### config.mk
export PLATFORM = sky130hd
export DESIGN_NAME = bounded_deque_with_search_delete
export DESIGN_NICKNAME = d
export VERILOG_FILES = /design/src/sv/bdq_pkg.sv /design/src/sv/bounded_deque_with_search_delete.sv /design/src/sv/bdq_cell.sv
export VERILOG_INCLUDE_DIRS = /design/src /design/src/sv
export SDC_FILE = /design/constraint.sdc
export NUM_CORES = 2
export LEC_CHECK = 0
export BUFFER_PORTS_ARGS = -buffer_cell sky130_fd_sc_hd__clkbuf_2
export CORE_ASPECT_RATIO = 2
export CORE_MARGIN = 10
export CORE_UTILIZATION = 40
export DETAILED_ROUTE_END_ITERATION = 8
export HOLD_SLACK_MARGIN = 0.12
export SYNTH_ARGS = -nofsm -noshare
export SYNTH_HDL_FRONTEND = slang
export SYNTH_SLANG_ARGS = --single-unit
### constraint.sdc
create_clock -name i_clk -period 7.9 [get_ports i_clk]
set_input_delay 0.395 -clock i_clk [delete_from_list [all_inputs] [get_ports i_clk]]
set_output_delay 0.395 -clock i_clk [all_outputs]
set_load 0.01 [all_outputs]
### src/sv/bounded_deque_with_search_delete_defines.svh
// ---------------------------------------------------------------------------
// bounded deque assertion macros
// shared concurrent assertion forms, clocked on i_clk, off during reset
// ---------------------------------------------------------------------------
`ifndef BOUNDED_DEQUE_WITH_SEARCH_DELETE_DEFINES_SVH
`define BOUNDED_DEQUE_WITH_SEARCH_DELETE_DEFINES_SVH

// same-cycle implication
`define BDQ_ASSERT_IMP(lbl, ante, cons, msg) \
    lbl: assert property (@(posedge i_clk) disable iff (!i_rst_n) (ante) |-> (cons)) \
        else $error(msg);

// next-cycle implication
`define BDQ_ASSERT_NXT(lbl, ante, cons, msg) \
    lbl: assert property (@(posedge i_clk) disable iff (!i_rst_n) (ante) |=> (cons)) \
        else $error(msg);

`endif

### src/sv/bdq_pkg.sv
// ---------------------------------------------------------------------------
// bdq_pkg
// sizes, command and status codes, and cell control type of the deque
// ---------------------------------------------------------------------------
`default_nettype none

package bdq_pkg;

    localparam int DEPTH   = 16;
    localparam int IDX_W   = (DEPTH > 1) ? $clog2(DEPTH) : 1;
    localparam int CNT_W   = $clog2(DEPTH + 1);
    localparam int DATA_W  = 32;
    localparam int CMD_W   = 3;
    localparam int STAT_W  = 2;
    localparam int COUNT_W = 5;

    localparam logic [CMD_W-1:0] CMD_CLEAR      = 3'd0;
    localparam logic [CMD_W-1:0] CMD_PUSH_FRONT = 3'd1;
    localparam logic [CMD_W-1:0] CMD_PUSH_BACK  = 3'd2;
    localparam logic [CMD_W-1:0] CMD_POP_FRONT  = 3'd3;
    localparam logic [CMD_W-1:0] CMD_POP_BACK   = 3'd4;
    localparam logic [CMD_W-1:0] CMD_SEARCH     = 3'd5;
    localparam logic [CMD_W-1:0] CMD_DELETE     = 3'd6;

    localparam logic [STAT_W-1:0] ST_OK       = 2'd0;
    localparam logic [STAT_W-1:0] ST_EMPTY    = 2'd1;
    localparam logic [STAT_W-1:0] ST_NOTFOUND = 2'd2;
    localparam logic [STAT_W-1:0] ST_FULL     = 2'd3;

    typedef struct packed {
        logic                     push_front;
        logic                     push_back;
        logic                     pop_front;
        logic                     delete_val;
        logic signed [DATA_W-1:0] value;
        logic [CNT_W-1:0]         count;
    } t_cell_ctl;

endpackage

`default_nettype wire

### src/sv/bounded_deque_with_search_delete.sv
// ---------------------------------------------------------------------------
// bounded_deque_with_search_delete
// ordered store of up to DEPTH signed values with push, pop, search, delete
// ---------------------------------------------------------------------------
// usage:
//   input channel (i_in_valid / o_in_ready) carries a command and a value;
//   output channel (o_out_valid / i_out_ready) carries status, popped value
//   and the count after the command. every command gives one result.
//   each command, search and delete included, completes in the cycle of its
//   transfer: the row of cells compares and shifts in parallel, the first
//   match is found by a found chain rippling from front to back.
//   the result is registered and is visible in the cycle after the input transfer.
//   throughput: one command per cycle while the receiver keeps up.
//   the result register decouples the two sides: a new command is taken
//   whenever the result register is empty or its result leaves this cycle.
//   when the receiver stalls the result holds and input stops after one.
//   reset (synchronous, active low) empties the store and the result
//   register; stored values are not cleared, only the count.
// ---------------------------------------------------------------------------
`default_nettype none

`include "bounded_deque_with_search_delete_defines.svh"

module bounded_deque_with_search_delete
    import bdq_pkg::*;
(
    input  wire logic                     i_clk,
    input  wire logic                     i_rst_n,
    input  wire logic                     i_in_valid,
    output logic                          o_in_ready,
    input  wire logic [CMD_W-1:0]         i_command,
    input  wire logic signed [DATA_W-1:0] i_value,
    output logic                          o_out_valid,
    input  wire logic                     i_out_ready,
    output logic [STAT_W-1:0]             o_status,
    output logic signed [DATA_W-1:0]      o_popped_value,
    output logic [COUNT_W-1:0]            o_count
);

    logic [CNT_W-1:0]         r_count;
    logic [CNT_W-1:0]         n_count;
    logic                     r_out_valid;
    logic [STAT_W-1:0]        r_out_status;
    logic [STAT_W-1:0]        n_status;
    logic signed [DATA_W-1:0] r_out_popped;
    logic signed [DATA_W-1:0] n_popped;
    logic [COUNT_W-1:0]       r_out_count;

    logic                     w_accept;
    logic                     w_empty;
    logic                     w_full;
    logic                     w_found;
    logic signed [DATA_W-1:0] w_tail;
    t_cell_ctl                w_ctl;

    logic signed [DATA_W-1:0] w_data  [DEPTH];
    logic                     w_chain [DEPTH+1];

    assign o_in_ready = !r_out_valid || i_out_ready;
    assign w_accept   = i_in_valid && o_in_ready;
    assign w_empty    = (r_count == '0);
    assign w_full     = (r_count == CNT_W'(DEPTH));
    assign w_chain[0] = 1'b0;
    assign w_found    = w_chain[DEPTH];

    // cell control, gated so refused commands leave the row untouched
    always_comb begin
        w_ctl.push_front = w_accept && (i_command == CMD_PUSH_FRONT) && !w_full;
        w_ctl.push_back  = w_accept && (i_command == CMD_PUSH_BACK) && !w_full;
        w_ctl.pop_front  = w_accept && (i_command == CMD_POP_FRONT) && !w_empty;
        w_ctl.delete_val = w_accept && (i_command == CMD_DELETE);
        w_ctl.value      = i_value;
        w_ctl.count      = r_count;
    end

    genvar g;
    generate
        for (g = 0; g < DEPTH; g++) begin : g_cell
            logic signed [DATA_W-1:0] w_left;
            logic signed [DATA_W-1:0] w_right;
            if (g == 0) begin : g_first
                assign w_left = i_value;
            end else begin : g_mid
                assign w_left = w_data[g-1];
            end
            if (g == DEPTH - 1) begin : g_last
                assign w_right = w_data[g];
            end else begin : g_inner
                assign w_right = w_data[g+1];
            end
            bdq_cell u_cell (
                .i_clk        (i_clk),
                .i_idx        (IDX_W'(g)),
                .i_ctl        (w_ctl),
                .i_left_data  (w_left),
                .i_right_data (w_right),
                .i_found      (w_chain[g]),
                .o_found      (w_chain[g+1]),
                .o_data       (w_data[g])
            );
        end
    endgenerate

    // value at the back of the store
    always_comb begin
        w_tail = '0;
        for (int i = 0; i < DEPTH; i++) begin
            if (CNT_W'(i + 1) == r_count) begin
                w_tail = w_data[i];
            end
        end
    end

    always_comb begin
        n_count  = r_count;
        n_status = ST_OK;
        n_popped = '0;
        case (i_command)
            CMD_CLEAR: begin
                n_count = '0;
            end
            CMD_PUSH_FRONT, CMD_PUSH_BACK: begin
                if (w_full) begin
                    n_status = ST_FULL;
                end else begin
                    n_count = r_count + 1'b1;
                end
            end
            CMD_POP_FRONT: begin
                if (w_empty) begin
                    n_status = ST_EMPTY;
                end else begin
                    n_popped = w_data[0];
                    n_count  = r_count - 1'b1;
                end
            end
            CMD_POP_BACK: begin
                if (w_empty) begin
                    n_status = ST_EMPTY;
                end else begin
                    n_popped = w_tail;
                    n_count  = r_count - 1'b1;
                end
            end
            CMD_SEARCH: begin
                if (w_empty) begin
                    n_status = ST_EMPTY;
                end else if (!w_found) begin
                    n_status = ST_NOTFOUND;
                end
            end
            CMD_DELETE: begin
                if (w_empty) begin
                    n_status = ST_EMPTY;
                end else if (!w_found) begin
                    n_status = ST_NOTFOUND;
                end else begin
                    n_count = r_count - 1'b1;
                end
            end
            default: begin
                n_status = ST_OK;
            end
        endcase
    end

    always_ff @(posedge i_clk) begin
        if (!i_rst_n) begin
            r_count     <= '0;
            r_out_valid <= 1'b0;
        end else begin
            if (w_accept) begin
                r_count     <= n_count;
                r_out_valid <= 1'b1;
            end else if (i_out_ready) begin
                r_out_valid <= 1'b0;
            end
        end
    end

    always_ff @(posedge i_clk) begin
        if (w_accept) begin
            r_out_status <= n_status;
            r_out_popped <= n_popped;
            r_out_count  <= COUNT_W'(n_count);
        end
    end

    assign o_out_valid    = r_out_valid;
    assign o_status       = r_out_status;
    assign o_popped_value = r_out_popped;
    assign o_count        = r_out_count;

    `BDQ_ASSERT_IMP(a_count_max, 1'b1, r_count <= CNT_W'(DEPTH), "count above depth")
    `BDQ_ASSERT_NXT(a_clear, w_accept && (i_command == CMD_CLEAR), r_count == '0, "clear kept data")
    `BDQ_ASSERT_NXT(a_push_back, w_accept && (i_command == CMD_PUSH_BACK) && !w_full, (r_count == $past(r_count) + 1'b1) && (w_tail == $past(i_value)), "push back lost")
    `BDQ_ASSERT_NXT(a_pop_front, w_accept && (i_command == CMD_POP_FRONT) && !w_empty, r_out_popped == $past(w_data[0]), "pop front value wrong")

endmodule

`default_nettype wire

### src/sv/bdq_cell.sv
// ---------------------------------------------------------------------------
// bdq_cell
// one storage cell: compares against the search value, shifts with neighbors
// ---------------------------------------------------------------------------
`default_nettype none

module bdq_cell
    import bdq_pkg::*;
(
    input  wire logic                     i_clk,
    input  wire logic [IDX_W-1:0]         i_idx,
    input  wire t_cell_ctl                i_ctl,
    input  wire logic signed [DATA_W-1:0] i_left_data,
    input  wire logic signed [DATA_W-1:0] i_right_data,
    input  wire logic                     i_found,
    output logic                          o_found,
    output logic signed [DATA_W-1:0]      o_data
);

    logic signed [DATA_W-1:0] r_data;
    logic signed [DATA_W-1:0] n_data;
    logic                     w_occ;
    logic                     w_match;
    logic                     w_we;

    assign w_occ   = CNT_W'(i_idx) < i_ctl.count;
    assign w_match = w_occ && (r_data == i_ctl.value);
    assign o_found = i_found | w_match;
    assign o_data  = r_data;

    always_comb begin
        n_data = r_data;
        w_we   = 1'b0;
        if (i_ctl.push_front) begin
            n_data = i_left_data;
            w_we   = 1'b1;
        end else if (i_ctl.push_back && (CNT_W'(i_idx) == i_ctl.count)) begin
            n_data = i_ctl.value;
            w_we   = 1'b1;
        end else if (i_ctl.pop_front || (i_ctl.delete_val && o_found)) begin
            n_data = i_right_data;
            w_we   = 1'b1;
        end
    end

    always_ff @(posedge i_clk) begin
        if (w_we) begin
            r_data <= n_data;
        end
    end

endmodule

`default_nettype wire
==> metrics.txt <==
# TYPE chip_impl_metric gauge
chip_impl_info{name="timing.critical_path.cells",value="inv_1, ha_1, nand2b_1, or3_1, nand3_2, nor2_4, buf_4, nor2_1, o21ai_4, buf_4"} 1
chip_impl_metric{name="detailroute.via_count",unit=""} 34800
chip_impl_metric{name="path_clk_slew",unit="ps"} 60
chip_impl_info{name="yosys_most_used_dff",value="edfxtp_1"} 1
chip_impl_info{name="setup_crit_start_kind",value="flop"} 1
chip_impl_metric{name="yosysTopAreaCellShare",unit="%"} 41.9
chip_impl_metric{name="final_max_slew_viol_count",unit=""} 3
chip_impl_metric{name="layout_worst_path_cycle_share",unit="%"} 64.6
chip_impl_metric{name="antenna_found_initial",unit=""} 15
chip_impl_metric{name="ff2ff_setup_slack",unit="ps"} 2800
chip_impl_metric{name="layout-drive-gt1-share",unit="%"} 8.75
chip_impl_metric{name="globalplace.congestion",unit=""} 1.10
chip_impl_metric{name="chipWidth",unit="µm"} 242
chip_impl_metric{name="placedCellCount",unit=""} 5158
chip_impl_metric{name="max_freq",unit="MHz"} 196
chip_impl_metric{name="dpl.hpwl",unit="mm"} 146
chip_impl_metric{name="groute.usage.overall",unit="%"} 33.9
chip_impl_metric{name="postLayoutCellArea",unit="µm²"} 42500
chip_impl_metric{name="clockBufferDepth",unit=""} 3
chip_impl_info{name="holdCritPathClass",value="in2reg"} 1
chip_impl_metric{name="cp_data_arrival_time",unit="ps"} 5490
chip_impl_metric{name="grt_first_pass_wirelength",unit="mm"} 269
chip_impl_metric{name="global_route.overflow_total",unit=""} 0
chip_impl_metric{name="synth-seq-cells",unit=""} 557
chip_impl_metric{name="post_drt_wl_per_cell",unit="µm"} 37.5
chip_impl_metric{name="clk_latency",unit="ps"} 740
chip_impl_info{name="min-delay-start",value="i_command[2]"} 1
chip_impl_metric{name="dpl_cell_area",unit="µm²"} 40700
chip_impl_metric{name="worst_pin_slew",unit="ps"} 1530
chip_impl_metric{name="drt_wirelength",unit="mm"} 198
chip_impl_metric{name="first_global_vias",unit=""} 33400
chip_impl_metric{name="finalNonFillerCells",unit=""} 5273
chip_impl_metric{name="cts_sinks",unit=""} 557
chip_impl_info{name="min_delay_worst_endpoint",value="o_status[0]"} 1
chip_impl_info{name="timing_worst_setup_path_type",value="reg2reg"} 1
chip_impl_metric{name="synthCells",unit=""} 4031
chip_impl_info{name="root_buffer",value="clkbuf_16"} 1
chip_impl_metric{name="numCtsBuffers",unit=""} 56
chip_impl_metric{name="max_cap_viol_count",unit=""} 1
chip_impl_info{name="worst_path_dominant_cell_family",value="simple AND/OR/NAND/NOR gates"} 1
chip_impl_metric{name="post-route-worst-setup-slack",unit="ps"} 2800
chip_impl_metric{name="total_standard_cell_area_after_synthesis",unit="µm²"} 39500
chip_impl_info{name="source_of_the_worst_register_to_register_timing_path",value="r_count[0]"} 1
chip_impl_metric{name="timing.critical_path.slowest_cell_delay",unit="ps"} 830
chip_impl_metric{name="min_period",unit="ps"} 5100
chip_impl_metric{name="fill_cell_instance_count_of_the_final_layout",unit=""} 9703
chip_impl_info{name="failed_checks",value="max-capacitance violations, max-slew violations"} 1
chip_impl_metric{name="max_ir_drop_vdd",unit="V"} 0.000163
chip_impl_metric{name="synth_edf_count",unit=""} 551
chip_impl_metric{name="synth_compound_area_share",unit="%"} 14.0
chip_impl_metric{name="final_ant_viol_nets",unit=""} 0
chip_impl_info{name="reg2reg_to",value="g_cell[3].u_cell.o_data[0]"} 1
chip_impl_metric{name="number_of_buffers_added_on_ports",unit=""} 79
chip_impl_metric{name="hold_depth",unit=""} 2
chip_impl_metric{name="cellPowerDensity",unit="nW/µm²"} 177
chip_impl_info{name="path_common_cell",value="buf_4"} 1
chip_impl_metric{name="die_height",unit="µm"} 464
chip_impl_metric{name="ys_types",unit=""} 83
chip_impl_metric{name="yosys_warn_count",unit=""} 0
chip_impl_metric{name="fraction_of_the_mapped_netlist_area_in_adder_cells",unit="%"} 0.158
chip_impl_info{name="cts_tree",value="done"} 1
chip_impl_metric{name="drt_iter0_markers",unit=""} 4598
chip_impl_metric{name="path_max_fanout",unit=""} 27
chip_impl_metric{name="post-cts-setup-buffer-count",unit=""} 0
chip_impl_metric{name="std_cell_rows",unit=""} 163
chip_impl_info{name="mostFrequentLayoutCell",value="nor2_1"} 1
chip_impl_metric{name="relSlewSlack",unit="%"} -2.29
chip_impl_info{name="rsz0062_at_grt",value="no"} 1
chip_impl_metric{name="p_leak",unit="nW"} 13.1
chip_impl_metric{name="synthXorXnorAreaFrac",unit="%"} 11.5
chip_impl_metric{name="worst_ep_required_time",unit="ps"} 8280
chip_impl_info{name="yosys-top-cells-area",value="edfxtp_1, mux2i_1, xnor2_1"} 1
chip_impl_metric{name="placeableCoreArea",unit="µm²"} 98300
chip_impl_metric{name="finalHoldWorstSlack",unit="ps"} 230
chip_impl_metric{name="report.final.hold_viol_count",unit=""} 0
chip_impl_info{name="mostFrequentLayoutCells",value="nor2_1, edfxtp_1, a21oi_1"} 1
chip_impl_metric{name="area_delta_synth_final",unit="%"} 7.61
chip_impl_info{name="cp_slowest_cell",value="nand3_2"} 1
chip_impl_metric{name="routed_via_density",unit=""} 6.60
chip_impl_info{name="status",value="complete, but fails checks"} 1
chip_impl_metric{name="number_of_failing_setup_endpoints_in_the_final_timing_report",unit=""} 0
chip_impl_info{name="synth_top_family_by_area",value="simple AND/OR/NAND/NOR gates"} 1
chip_impl_metric{name="pre_cts_slack",unit="ps"} 2890
chip_impl_metric{name="nets",unit=""} 3944
chip_impl_metric{name="ys_async_sr_fraction",unit="%"} 0
chip_impl_metric{name="postSynthNetCount",unit=""} 4075
chip_impl_metric{name="grt_start_max_net_pins",unit=""} 255
chip_impl_metric{name="io-pin-count",unit=""} 80
chip_impl_metric{name="finClkSkew",unit="ps"} 44.0
chip_impl_metric{name="dr.pass1.iters",unit=""} 9
chip_impl_metric{name="worst-path-stages",unit=""} 10
chip_impl_info{name="timing.critical_path.to_type",value="flop"} 1
chip_impl_metric{name="die_area",unit="µm²"} 112000
chip_impl_metric{name="drc",unit=""} 0
chip_impl_metric{name="yosys-mux-area-fraction",unit="%"} 13.2
chip_impl_metric{name="fin_tns_setup",unit="ps"} 0
chip_impl_metric{name="synth-seq-area-share",unit="%"} 42.2
chip_impl_info{name="post-synth-top-area-cell",value="edfxtp_1"} 1
chip_impl_metric{name="rr_worst_depth",unit=""} 10
chip_impl_metric{name="worst-path-buf-inv",unit=""} 3
chip_impl_metric{name="clock_tree.htree_level_count",unit=""} 2
chip_impl_metric{name="avgSynthCellArea",unit="µm²"} 9.79
chip_impl_metric{name="synthSimpleGateAreaFrac",unit="%"} 14.4
chip_impl_metric{name="initial_core_util",unit="%"} 40.2
-- worst max-delay path by stage --
stage | startpoint | to | slack (ps)
floorplan | i_out_ready | g_cell[15].u_cell.o_data[0] | 3120
global placement | i_value[10] | g_cell[13].u_cell.o_data[7] | 2940
detailed placement | r_count[0] | g_cell[1].u_cell.o_data[7] | 2890
CTS | r_count[0] | g_cell[1].u_cell.o_data[8] | 2880
global route | r_count[0] | g_cell[5].u_cell.o_data[19] | 2610
finish | r_count[0] | g_cell[3].u_cell.o_data[0] | 2800
-- final cells by class --
class / count / area, µm² / share of cell area, %
Antenna cell: 8 / 20.0 / 0.0471
Clock buffer: 71 / 1460 / 3.43
Clock inverter: 32 / 221 / 0.521
Inverter: 18 / 67.6 / 0.159
Multi-Input combinational cell: 3088 / 21200 / 49.9
Sequential cell: 557 / 16700 / 39.2
Tap cell: 1320 / 1650 / 3.89
Timing Repair Buffer: 179 / 1190 / 2.80
-- per-layer routing --
metal  track usage, %  wire length, µm
met2             56.9            96000
met1             33.1            62400
met3             7.32            14700
met5            0.389               58
met4             36.3            24600
-- sequential cells by signal, indices dropped and copies added (netlist names) --
name / flops
o_out_valid: 1
o_count: 5
r_count: 5
o_popped_value: 32
o_status: 2
g_cell.u_cell.o_data: 512
-- cells by family (layout without fill, tap and decap cells) --
family / count (synthesis) / in the layout
simple gates: 1188 / 1188
compound gates: 866 / 866
flops: 557 / 557
xor+xnor: 517 / 517
mux: 512 / 512
buf+inv: 386 / 300
fa+ha+maj: 5 / 5
other cells: 0 / 8
-- worst register-to-register path, stage by stage, from the launching register on --
cell and delay, ps:
dfxtp_1 720, inv_1 240, ha_1 360, nand2b_1 160
or3_1 500, nand3_2 830, nor2_4 580, buf_4 510
nor2_1 180, o21ai_4 220, buf_4 440
-- where the power goes --
group / switching, mW / leakage (nW) / total [mW] / internal [mW]
clock network: 1.33 / 0.809 / 2.68 / 1.34
logic: 0.981 / 7.16 / 1.33 / 0.347
registers: 0.150 / 5.10 / 3.53 / 3.38
-- timing repair --
action                    CTS  global route
hold buffers                3             0
hold endpoints to repair    6             0
gates resized for setup     0             0
-- synthesized netlist by cell type (15+ instances only) --
cell / count
mux2_2: 35
buf_6: 15
o221ai_1: 33
a221o_1: 57
xor2_1: 162
mux2i_1: 448
nand4_1: 163
nor4_1: 106
mux2_1: 29
a21oi_1: 476
a222oi_1: 27
nand2_1: 128
buf_2: 113
nor2_1: 603
o22ai_1: 33
o21ai_1: 31
buf_1: 17
inv_1: 17
edfxtp_1: 551
o21ai_0: 28
a2111oi_0: 28
a221oi_1: 28
buf_4: 30
a22oi_1: 35
a22o_1: 27
xnor2_1: 354
clkbuf_1: 193
nand3_1: 32
nor3_1: 48
-- through the flow --
stage / util, % / power, mW
3_5_place_dp: 41.4 / 4.81
3_3_place_gp: 41.4 / 4.80
2_1_floorplan: - / 4.24
4_1_cts: 43.2 / 7.43
6_report: 43.2 / 7.53
5_1_grt: 43.2 / 7.67
(Power assumes the default switching activity.)
